**config.mk**
```make
export PLATFORM = sky130hd
export DESIGN_NAME = quad_attitude_pid_mixer
export DESIGN_NICKNAME = d
export VERILOG_FILES = /design/src/sv/qapm_pkg.sv /design/src/sv/quad_attitude_pid_mixer.sv /design/src/sv/qapm_regs.sv /design/src/sv/qapm_mul.sv
export VERILOG_INCLUDE_DIRS = /design/src /design/src/sv
export SDC_FILE = /design/constraint.sdc
export NUM_CORES = 2
export LEC_CHECK = 0
export BUFFER_PORTS_ARGS = -buffer_cell sky130_fd_sc_hd__buf_2
export CELL_PAD_IN_SITES_DETAIL_PLACEMENT = 1
export CELL_PAD_IN_SITES_GLOBAL_PLACEMENT = 1
export CORE_MARGIN = 4
export CORE_UTILIZATION = 50
export DETAILED_ROUTE_END_ITERATION = 6
export PLACE_DENSITY_LB_ADDON = 0.15
export SETUP_SLACK_MARGIN = 0.4
export SLEW_MARGIN = 5
export SYNTH_ARGS = -nofsm -noshare
export SYNTH_HDL_FRONTEND = slang
export SYNTH_SLANG_ARGS = --single-unit
```
**constraint.sdc**
```tcl
create_clock -name clk -period 16.9 [get_ports clk]
set_input_delay 3.38 -clock clk [delete_from_list [all_inputs] [get_ports clk]]
set_output_delay 3.38 -clock clk [all_outputs]
set_load 0.01 [all_outputs]
```
**src/sv/assert_macros.svh**
```systemverilog
// ----------------------------------------------------------------------------
// assert_macros.svh
// Concurrent assertion helpers, empty under synthesis.
// ----------------------------------------------------------------------------
`ifndef ASSERT_MACROS_SVH
`define ASSERT_MACROS_SVH
`ifndef SYNTHESIS
`define ASSERT_IMPL(label, clk, rst_n, prop) \
	label: assert property (@(posedge clk) disable iff (!rst_n) prop) else $error("assertion failed");
`define ASSERT_ALWAYS(label, clk, rst_n, prop) \
	label: assert property (@(posedge clk) prop) else $error("assertion failed");
`else
`define ASSERT_IMPL(label, clk, rst_n, prop)
`define ASSERT_ALWAYS(label, clk, rst_n, prop)
`endif
`endif

```
**src/sv/qapm_pkg.sv**
```systemverilog
// ----------------------------------------------------------------------------
// qapm_pkg
// Types and constants of the attitude PID and motor mixer.
// ----------------------------------------------------------------------------
package qapm_pkg;

	localparam int HIGH_BAND    = 640;
	localparam int LOW_BAND     = 128;
	localparam int DECAY_FACTOR = 230;
	localparam int TILT_SHARE   = 192;
	localparam int MIN_MOTOR    = 10;
	localparam int MAX_MOTOR    = 240;
	localparam int HALF_TURN    = 11520;
	localparam int FULL_TURN    = 23040;
	localparam int TERM_SAT     = 131072;

	localparam int AW = 3;

	localparam logic [AW-1:0] REG_TGP = 3'd0;
	localparam logic [AW-1:0] REG_TGI = 3'd1;
	localparam logic [AW-1:0] REG_TGD = 3'd2;
	localparam logic [AW-1:0] REG_YGP = 3'd3;
	localparam logic [AW-1:0] REG_YGI = 3'd4;
	localparam logic [AW-1:0] REG_YGD = 3'd5;
	localparam logic [AW-1:0] REG_ILIM = 3'd6;
	localparam logic [AW-1:0] REG_ADD = 3'd7;

	typedef struct packed {
		logic signed [15:0] roll_meas;
		logic signed [15:0] pitch_meas;
		logic signed [15:0] yaw_meas;
		logic signed [15:0] roll_rate;
		logic signed [15:0] pitch_rate;
		logic signed [15:0] yaw_rate;
		logic signed [15:0] roll_target;
		logic signed [15:0] pitch_target;
		logic signed [15:0] yaw_target;
		logic        [7:0]  throttle;
	} in_item_t;

	typedef struct packed {
		logic [7:0] motor_one;
		logic [7:0] motor_two;
		logic [7:0] motor_three;
		logic [7:0] motor_four;
		logic       headroom_limited;
	} out_item_t;

	typedef struct packed {
		logic [15:0] tgp;
		logic [15:0] tgi;
		logic [15:0] tgd;
		logic [15:0] ygp;
		logic [15:0] ygi;
		logic [15:0] ygd;
		logic [22:0] ilim;
		logic [7:0]  add;
	} cfg_t;

	typedef enum logic [3:0] {
		ST_IDLE,
		ST_DECAY,
		ST_INTEG,
		ST_MULP,
		ST_MULI,
		ST_MULD,
		ST_TERM,
		ST_SPLIT1,
		ST_SPLIT2,
		ST_MIX,
		ST_OUT
	} state_t;

	// 25x18 signed multiplier operands
	typedef struct packed {
		logic signed [24:0] a;
		logic signed [17:0] b;
	} mul_op_t;

endpackage

```
**src/sv/quad_attitude_pid_mixer.sv**
```systemverilog
// ----------------------------------------------------------------------------
// quad_attitude_pid_mixer
// Three-axis banded leaky-integral PID with X-frame motor mixer.
//
//   channel  signals                        item
//   in       in_valid / in_stall / in_item  angles, rates, targets, throttle
//   out      out_valid / out_stall / out_item  four motors, limit flag
//   cfg      APB, paddr = 4*index           gains, limit, added throttle
//
// Each axis runs decay multiply, integral update, three gain multiplies and
// term through one shared 25x18 multiplier, then come two headroom splits
// and the mix. A new item is taken only once the last result is taken.
// in_stall is high from accept until the cycle after the result is taken.
// The result waits in an output register while out_stall is high. Reset
// clears state, axis count, integrals and out_valid, not the data registers.
// ----------------------------------------------------------------------------
`include "assert_macros.svh"
module quad_attitude_pid_mixer
	import qapm_pkg::*;
(
	input  logic        clk,
	input  logic        arst_n,
	input  logic        in_valid,
	output logic        in_stall,
	input  in_item_t    in_item,
	output logic        out_valid,
	input  logic        out_stall,
	output out_item_t   out_item,
	input  logic        psel,
	input  logic        penable,
	input  logic        pwrite,
	input  logic [4:0]  paddr,
	input  logic [31:0] pwdata,
	output logic [31:0] prdata,
	output logic        pready
);

	cfg_t cfg;
	state_t state_q, state_nx;
	in_item_t item_q;
	logic [1:0] ax_q;
	logic signed [23:0] integ_q [3];
	logic signed [16:0] err_q [3];
	logic signed [19:0] term_q [3];
	logic signed [44:0] acc_q;
	logic signed [19:0] tilt_q, yaw_q;
	logic lim_q;
	out_item_t out_q;
	logic out_valid_q;
	mul_op_t op;
	logic signed [42:0] prod;

	logic signed [16:0] e_roll, e_pitch, e_yaw0, e_yaw;
	logic signed [16:0] e_cur;
	logic [16:0] e_mag;
	logic signed [15:0] rate_cur;
	logic [15:0] gp, gi, gd;
	logic signed [24:0] iv, ilim_s;
	logic signed [44:0] t_sh;
	logic signed [19:0] t_sat;
	logic [8:0] at;
	logic signed [10:0] h_cnt;
	logic signed [19:0] h;
	logic signed [19:0] tmag, ymag, share, tnew, rest, ynew;
	logic signed [19:0] split_t, split_y;
	logic signed [19:0] base;

	qapm_regs u_regs (
		.clk, .arst_n, .psel, .penable, .pwrite, .paddr, .pwdata, .prdata, .pready,
		.cfg
	);

	qapm_mul u_mul (.clk, .op, .prod);

	assign e_roll  = 17'(item_q.roll_meas) + 17'(item_q.roll_target);
	assign e_pitch = 17'(item_q.pitch_meas) + 17'(item_q.pitch_target);
	assign e_yaw0  = 17'(item_q.yaw_meas) - 17'(item_q.yaw_target);
	always_comb begin
		e_yaw = e_yaw0;
		if (e_yaw0 > 17'(HALF_TURN)) e_yaw = e_yaw0 - 17'(FULL_TURN);
		else if (e_yaw0 < -17'(HALF_TURN)) e_yaw = e_yaw0 + 17'(FULL_TURN);
	end

	always_comb begin
		case (ax_q)
			2'd0:    begin e_cur = err_q[0]; rate_cur = item_q.roll_rate; end
			2'd1:    begin e_cur = err_q[1]; rate_cur = item_q.pitch_rate; end
			default: begin e_cur = err_q[2]; rate_cur = item_q.yaw_rate; end
		endcase
		gp = (ax_q == 2'd2) ? cfg.ygp : cfg.tgp;
		gi = (ax_q == 2'd2) ? cfg.ygi : cfg.tgi;
		gd = (ax_q == 2'd2) ? cfg.ygd : cfg.tgd;
		e_mag = e_cur[16] ? 17'(-e_cur) : 17'(e_cur);
	end

	always_comb begin
		op.a = '0;
		op.b = '0;
		unique case (state_q)
			ST_DECAY: begin op.a = 25'(integ_q[ax_q]); op.b = 18'(DECAY_FACTOR); end
			ST_MULP:  begin op.a = 25'(e_cur); op.b = $signed({2'b0, gp}); end
			ST_MULI:  begin op.a = 25'(integ_q[ax_q]); op.b = $signed({2'b0, gi}); end
			ST_MULD:  begin op.a = 25'(rate_cur) <<< 2; op.b = $signed({2'b0, gd}); end
			default: ;
		endcase
	end

	// integral: decayed sum in band, plain sum below, held above, then clamped
	always_comb begin
		ilim_s = $signed({2'b0, cfg.ilim});
		iv = 25'(integ_q[ax_q]);
		if (e_mag < 17'(HIGH_BAND)) begin
			if (e_mag >= 17'(LOW_BAND)) iv = 25'(prod >>> 8) + 25'(e_cur);
			else iv = iv + 25'(e_cur);
		end
		if (iv > ilim_s) iv = ilim_s;
		if (iv < -ilim_s) iv = -ilim_s;
	end

	// rate product lands in ST_TERM
	always_comb begin
		t_sh = (acc_q + 45'(prod)) >>> 6;
		if (t_sh > 45'(TERM_SAT)) t_sat = 20'(TERM_SAT);
		else if (t_sh < -45'(TERM_SAT)) t_sat = -20'(TERM_SAT);
		else t_sat = 20'(t_sh);
	end

	always_comb begin
		at = 9'(cfg.add) + 9'(item_q.throttle);
		h_cnt = 11'(MAX_MOTOR - MIN_MOTOR) - 11'(at);
		if ($signed(11'(at)) < h_cnt) h_cnt = 11'(at);
		if (h_cnt < 0) h_cnt = '0;
		h = 20'(h_cnt) <<< 8;
		base = (20'(at) + 20'(MIN_MOTOR)) <<< 8;
	end

	always_comb begin
		tmag = tilt_q < 0 ? -tilt_q : tilt_q;
		ymag = yaw_q < 0 ? -yaw_q : yaw_q;
		share = 20'((28'(h) * 28'(TILT_SHARE)) >>> 8);
		tnew = share < tmag ? share : tmag;
		rest = h - tnew;
		ynew = rest < ymag ? rest : ymag;
		split_t = tilt_q < 0 ? -tnew : (tilt_q > 0 ? tnew : 20'sd0);
		split_y = yaw_q < 0 ? -ynew : (yaw_q > 0 ? ynew : 20'sd0);
	end

	function automatic logic [7:0] clampm(input logic signed [21:0] v);
		logic signed [21:0] w;
		w = v;
		if (w < 22'(MIN_MOTOR * 256)) w = 22'(MIN_MOTOR * 256);
		if (w > 22'(MAX_MOTOR * 256)) w = 22'(MAX_MOTOR * 256);
		return w[15:8];
	endfunction

	always_comb begin
		state_nx = state_q;
		unique case (state_q)
			ST_IDLE:   if (in_valid) state_nx = ST_DECAY;
			ST_DECAY:  state_nx = ST_INTEG;
			ST_INTEG:  state_nx = ST_MULP;
			ST_MULP:   state_nx = ST_MULI;
			ST_MULI:   state_nx = ST_MULD;
			ST_MULD:   state_nx = ST_TERM;
			ST_TERM:   state_nx = (ax_q == 2'd2) ? ST_SPLIT1 : ST_DECAY;
			ST_SPLIT1: state_nx = ST_SPLIT2;
			ST_SPLIT2: state_nx = ST_MIX;
			ST_MIX:    state_nx = ST_OUT;
			ST_OUT:    if (!out_stall) state_nx = ST_IDLE;
			default:   state_nx = ST_IDLE;
		endcase
	end

	always_comb begin
		in_stall = (state_q != ST_IDLE);
	end

	always_ff @(posedge clk or negedge arst_n) begin
		if (!arst_n) begin
			state_q <= ST_IDLE;
			ax_q <= '0;
			integ_q[0] <= '0;
			integ_q[1] <= '0;
			integ_q[2] <= '0;
			out_valid_q <= 1'b0;
		end else begin
			state_q <= state_nx;
			out_valid_q <= (state_nx == ST_OUT);
			if (state_q == ST_IDLE) ax_q <= '0;
			if (state_q == ST_INTEG) integ_q[ax_q] <= 24'(iv);
			if (state_q == ST_TERM) ax_q <= ax_q + 2'd1;
		end
	end

	always_ff @(posedge clk) begin
		unique case (state_q)
			ST_IDLE: begin
				item_q <= in_item;
				lim_q <= 1'b0;
			end
			ST_DECAY: if (ax_q == 2'd0) begin
				err_q[0] <= e_roll;
				err_q[1] <= e_pitch;
				err_q[2] <= e_yaw;
			end
			ST_MULI:  acc_q <= 45'(prod);
			ST_MULD:  acc_q <= acc_q + 45'(prod);
			ST_TERM:  term_q[ax_q] <= t_sat;
			default: ;
		endcase
		if (state_q == ST_TERM && ax_q == 2'd2) begin
			tilt_q <= term_q[0];
			yaw_q <= t_sat;
		end
		if (state_q == ST_SPLIT1) begin
			if (tmag + ymag >= h) begin
				term_q[0] <= split_t;
				yaw_q <= split_y;
				lim_q <= 1'b1;
			end
			tilt_q <= term_q[1];
		end
		if (state_q == ST_SPLIT2) begin
			if (tmag + ymag >= h) begin
				term_q[1] <= split_t;
				term_q[2] <= split_y;
				lim_q <= 1'b1;
			end else begin
				term_q[2] <= yaw_q;
			end
		end
		if (state_q == ST_MIX) begin
			out_q.motor_one <= clampm(22'(base) - 22'(term_q[0]) + 22'(term_q[2]));
			out_q.motor_two <= clampm(22'(base) + 22'(term_q[1]) - 22'(term_q[2]));
			out_q.motor_three <= clampm(22'(base) + 22'(term_q[0]) + 22'(term_q[2]));
			out_q.motor_four <= clampm(22'(base) - 22'(term_q[1]) - 22'(term_q[2]));
			out_q.headroom_limited <= lim_q;
		end
	end

	assign out_valid = out_valid_q;
	assign out_item = out_q;

	`ASSERT_IMPL(a_busy_stall, clk, arst_n, (state_q != ST_IDLE) |-> in_stall)
	`ASSERT_IMPL(a_out_state, clk, arst_n, out_valid |-> (state_q == ST_OUT))
	`ASSERT_IMPL(a_accept_start, clk, arst_n, (in_valid && !in_stall) |=> (state_q == ST_DECAY))

endmodule

```
**src/sv/qapm_regs.sv**
```systemverilog
// ----------------------------------------------------------------------------
// qapm_regs
// APB register file for gains, integral limit and added throttle.
// ----------------------------------------------------------------------------
module qapm_regs
	import qapm_pkg::*;
(
	input  logic          clk,
	input  logic          arst_n,
	input  logic          psel,
	input  logic          penable,
	input  logic          pwrite,
	input  logic [4:0]    paddr,
	input  logic [31:0]   pwdata,
	output logic [31:0]   prdata,
	output logic          pready,
	output cfg_t          cfg
);

	cfg_t cfg_q;
	logic [AW-1:0] idx;

	assign idx = paddr[4:2];
	assign pready = 1'b1;
	assign cfg = cfg_q;

	always_ff @(posedge clk or negedge arst_n) begin
		if (!arst_n) begin
			cfg_q <= '{tgp: '0, tgi: '0, tgd: '0, ygp: '0, ygi: '0, ygd: '0,
				ilim: 23'd65536, add: '0};
		end else if (psel && penable && pwrite) begin
			unique case (idx)
				REG_TGP:  cfg_q.tgp <= pwdata[15:0];
				REG_TGI:  cfg_q.tgi <= pwdata[15:0];
				REG_TGD:  cfg_q.tgd <= pwdata[15:0];
				REG_YGP:  cfg_q.ygp <= pwdata[15:0];
				REG_YGI:  cfg_q.ygi <= pwdata[15:0];
				REG_YGD:  cfg_q.ygd <= pwdata[15:0];
				REG_ILIM: cfg_q.ilim <= pwdata[22:0];
				REG_ADD:  cfg_q.add <= pwdata[7:0];
				default: ;
			endcase
		end
	end

	always_comb begin
		unique case (idx)
			REG_TGP:  prdata = {16'd0, cfg_q.tgp};
			REG_TGI:  prdata = {16'd0, cfg_q.tgi};
			REG_TGD:  prdata = {16'd0, cfg_q.tgd};
			REG_YGP:  prdata = {16'd0, cfg_q.ygp};
			REG_YGI:  prdata = {16'd0, cfg_q.ygi};
			REG_YGD:  prdata = {16'd0, cfg_q.ygd};
			REG_ILIM: prdata = {9'd0, cfg_q.ilim};
			REG_ADD:  prdata = {24'd0, cfg_q.add};
			default:  prdata = '0;
		endcase
	end

endmodule

```
**src/sv/qapm_mul.sv**
```systemverilog
// ----------------------------------------------------------------------------
// qapm_mul
// Shared signed multiplier, registered product.
// ----------------------------------------------------------------------------
module qapm_mul
	import qapm_pkg::*;
(
	input  logic               clk,
	input  mul_op_t            op,
	output logic signed [42:0] prod
);

	logic signed [42:0] prod_q;

	always_ff @(posedge clk) begin
		prod_q <= 43'(op.a) * 43'(op.b);
	end

	assign prod = prod_q;

endmodule

```
==> impl_metrics.yaml <==
outcome:
  run_status: "finished with violations"
  failing_checks: "DRC"
sta:
  rsz0062_at_grt: "false"
  final_min_period_over_clock_period: 0.907
  report.final.hold_viol_count: 0
  final-max-slew-violation-count: 0
  slew_headroom: 0.124
  finalSetupViolCount: 0
  worst-slew-pin-transition_ns: 1.30
  clock-skew-final_ns: 0.0586
  maxClockFrequency_mhz: 65.2
  final.setup.worst_slack_ns: 1.57
  accumulated_negative_setup_slack_ns: 0
  fin_crit_ns: 15.33
grt:
  grt_max_degree: 89
  grt_antenna_before_repair: 0
  global_route.overflow_total: 0
  wire_length_of_the_first_global_routing_pass_microns: 318000
  first_global_vias: 54400
  global_route_total_usage_across_every_layer: 0.322
logic_synthesis:
  avgSynthCellArea_sq_um: 9.29
  yosys_most_used_dff: "edfxtp_1"
  post_synth_main_area_contributors: "edfxtp_1 (18%), fa_1 (14%), ha_1 (10%)"
  portion_of_netlist_area_occupied_by_mux_cells: 0.0618
  syn-cell-area_sq_um: 60500
  count_of_flip_flops_with_a_built_in_enable_after_synthesis: 361
  synth_compound_gate_area_share: 0.162
  synth_area_leader_cell: "edfxtp_1"
  yosys.area_share.simple: 0.135
  synth.most_common_cell: "inv_1"
  synth.cells.most_frequent: "inv_1 (839), nand2_1 (610), ha_1 (487)"
  synth_top_area_share: 0.179
  synth-xor-area-share: 0.0416
  ys_warn_count: 0
  dominant_combinational_cell_family_by_area_after_synthesis: "adder cells"
  seq_area_frac_synth: 0.286
  netlist_instances: 6510
  netlist-cell-type-count: 112
  post_synthesis_share_of_cell_area_spent_on_full_adders_half_adders_and_majority_gates: 0.243
  async_reset_ff_frac: 0.326
  ys_ff_latch: 631
worst_setup_path:
  crit_path_frequent_cell: "ha_1"
  slowest_delay_ns: 0.98
  timing.critical_path.to_type: "flop"
  critical_path_data_required_time_ns: 17.32
  critPathArrivalTime_ns: 15.75
  worst_path_max_delay_cell: "fa_1"
  timing.critical_path.fanout_max: 32
  worst-setup-path-type: "reg -> reg"
  critPathLaunchType: "flop"
drt:
  ant_nets: 0
  wirelength_microns: 204000
  drtPass1Iterations: 7
  detailroute.via_count: 50300
  initialDrtViolationCount: 3269
  detail_route.vias_per_cell: 6.04
  post_drt_wl_per_cell_microns: 24.5
  drc: 13
floorplan:
  die-height_microns: 356
  die_area_sq_um: 127000
  design.core.area_sq_um: 120000
  start_util: 0.504
  rows: 127
  floorplan.io_pins: 264
  die_w_microns: 356
clocking:
  clock_tree_from_tritoncts: "built"
  htree_num_levels: 3
  clkSlewWorstSetupHoldPaths_ns: 0.06
  cts-resized-gates: 0
  clkLatencyLatePin_ns: 0.71
  postCtsHoldBufs: 0
  cts_buf_count: 76
  cts_setup_buffers: 0
  sinks_on_clock_net: 631
  maximum_buffer_depth_of_the_clock_tree: 3
  cts-root-buf: "clkbuf_16"
placed_design:
  gp_congestion: 0.971
  count_of_buffers_inserted_at_the_top_level_ports: 242
  preCtsSetupSlack_ns: 1.77
  hpwlAfterDp_microns: 160000
job:
  cap_violations: 0
finish:
  layout.filler_cells: 13700
  postLayoutCoreUtil: 0.550
  areaGrowthSynthToFinish_pct: 9.03
  post_layout_nets: 7776
  fraction_of_final_layout_cells_with_drive_strength_greater_than_1: 0.113
worst_hold_path:
  class_of_the_tightest_hold_or_removal_check: "reg -> reg"
==> layer usage <==
metal | vias up | routed length, microns | GRT usage
met5 | - | 0 | 0
met4 | 0 | 12700 | 0.171
met3 | 490 | 9620 | 0.0415
met2 | 1474 | 99100 | 0.555
met1 | 25500 | 83100 | 0.396
li1 | 22900 | - | -
==> state kept, by name (all words and copies together) (netlist names), 33 cells and up <==
signal	count
acc_q	45
out_item	33
integ_q	72
item_q	152
term_q	60
u_regs.cfg	127
err_q	51
u_mul.prod	43
==> per-stage QoR <==
step | instances | hold WS [ns] | area [sq um]
2_1_floorplan | 6518 | 0.409 | 60500
3_3_place_gp | 8197 | 0.461 | 63400
3_5_place_dp | 8197 | 0.471 | 63400
4_1_cts | 8336 | 0.484 | 65900
5_1_grt | 8336 | 0.511 | 65900
6_report | 8338 | 0.486 | 65900
==> layout by cell type (no fill, tap or decap), drive strengths merged, types with 21 or more instances in the layout <==
| cell type | netlist | routed |
|---|---|---|
| ha | 487 | 487 |
| o21ai | 357 | 357 |
| a22oi | 39 | 39 |
| a21o | 132 | 132 |
| o22ai | 37 | 37 |
| inv | 841 | 845 |
| o21bai | 44 | 44 |
| xnor2 | 180 | 180 |
| dfrtp | 205 | 205 |
| and2 | 38 | 38 |
| nor2 | 435 | 435 |
| fa | 430 | 430 |
| a222oi | 21 | 21 |
| a31oi | 54 | 54 |
| clkbuf | 189 | 95 |
| nor3 | 116 | 116 |
| a21oi | 408 | 408 |
| a221oi | 26 | 26 |
| or2 | 28 | 28 |
| dfxtp | 64 | 64 |
| nor2b | 74 | 74 |
| nand3 | 91 | 91 |
| mux2 | 196 | 196 |
| o211ai | 30 | 30 |
| xor2 | 106 | 106 |
| o31ai | 30 | 30 |
| mux2i | 137 | 137 |
| a211oi | 40 | 40 |
| nand4 | 56 | 56 |
| buf | 71 | 327 |
| clkinv | 0 | 33 |
| nor4 | 34 | 34 |
| o21a | 49 | 49 |
| or3 | 43 | 43 |
| nand2 | 610 | 610 |
| nand2b | 83 | 83 |
| a22o | 37 | 37 |
| edfxtp | 361 | 361 |
| and3 | 34 | 34 |
| a21boi | 29 | 29 |
==> critical path, delay by kind of cell (launching register included) <==
kind	cells	cell delay, ns
multiplexers	3	1.94
adder cells (fa/ha/maj)	12	4.35
AO/OA/AOI/OAI	21	4.01
AND/OR/NAND/NOR	16	2.86
buffers and inverters	5	1.01
flip-flops	1	0.42
XOR/XNOR	3	0.46
==> final timing paths <==
check	slack (ns)	endpoint	depth (start not counted)	start
worst max-delay path	1.57	term_q[2][16]	60	u_regs.cfg[0]
worst max register to register	1.57	term_q[2][16]	60	u_regs.cfg[0]
worst min-delay path	0.49	integ_q[47]	2	integ_q[47]
worst min register to register	0.49	integ_q[47]	2	integ_q[47]
min in group asynchronous	2.65	u_regs.cfg[44]	1	arst_n
max in group asynchronous	12.78	ax_q[0]	2	arst_n
==> area by class of cell <==
type / instances / area [sq um] / area share
clock buffer: 94 / 2050 / 0.0311
clock inverter: 45 / 455 / 0.00691
tap: 1612 / 2020 / 0.0306
multi-input combinational: 4785 / 39100 / 0.593
sequential: 631 / 17300 / 0.262
timing repair buffer: 328 / 1870 / 0.0283
inverter: 841 / 3160 / 0.0480
antenna: 2 / 5.00 / 0.0000759
==> kinds of logic (layout without fill, tap and decap cells) <==
logic type                 after synthesis  after routing
buffers and inverters                 1102           1308
other                                    2             12
AOI/OAI and AO/OA                     1506           1506
muxes                                  339            339
xor gates and xnor gates               286            286
and+or+nand+nor                       1726           1726
adders and majority gates              918            918
DFF                                    631            631
Power is not shown: default switching activity piles up to over one toggle a cycle in this logic, so the estimate is an artifact.
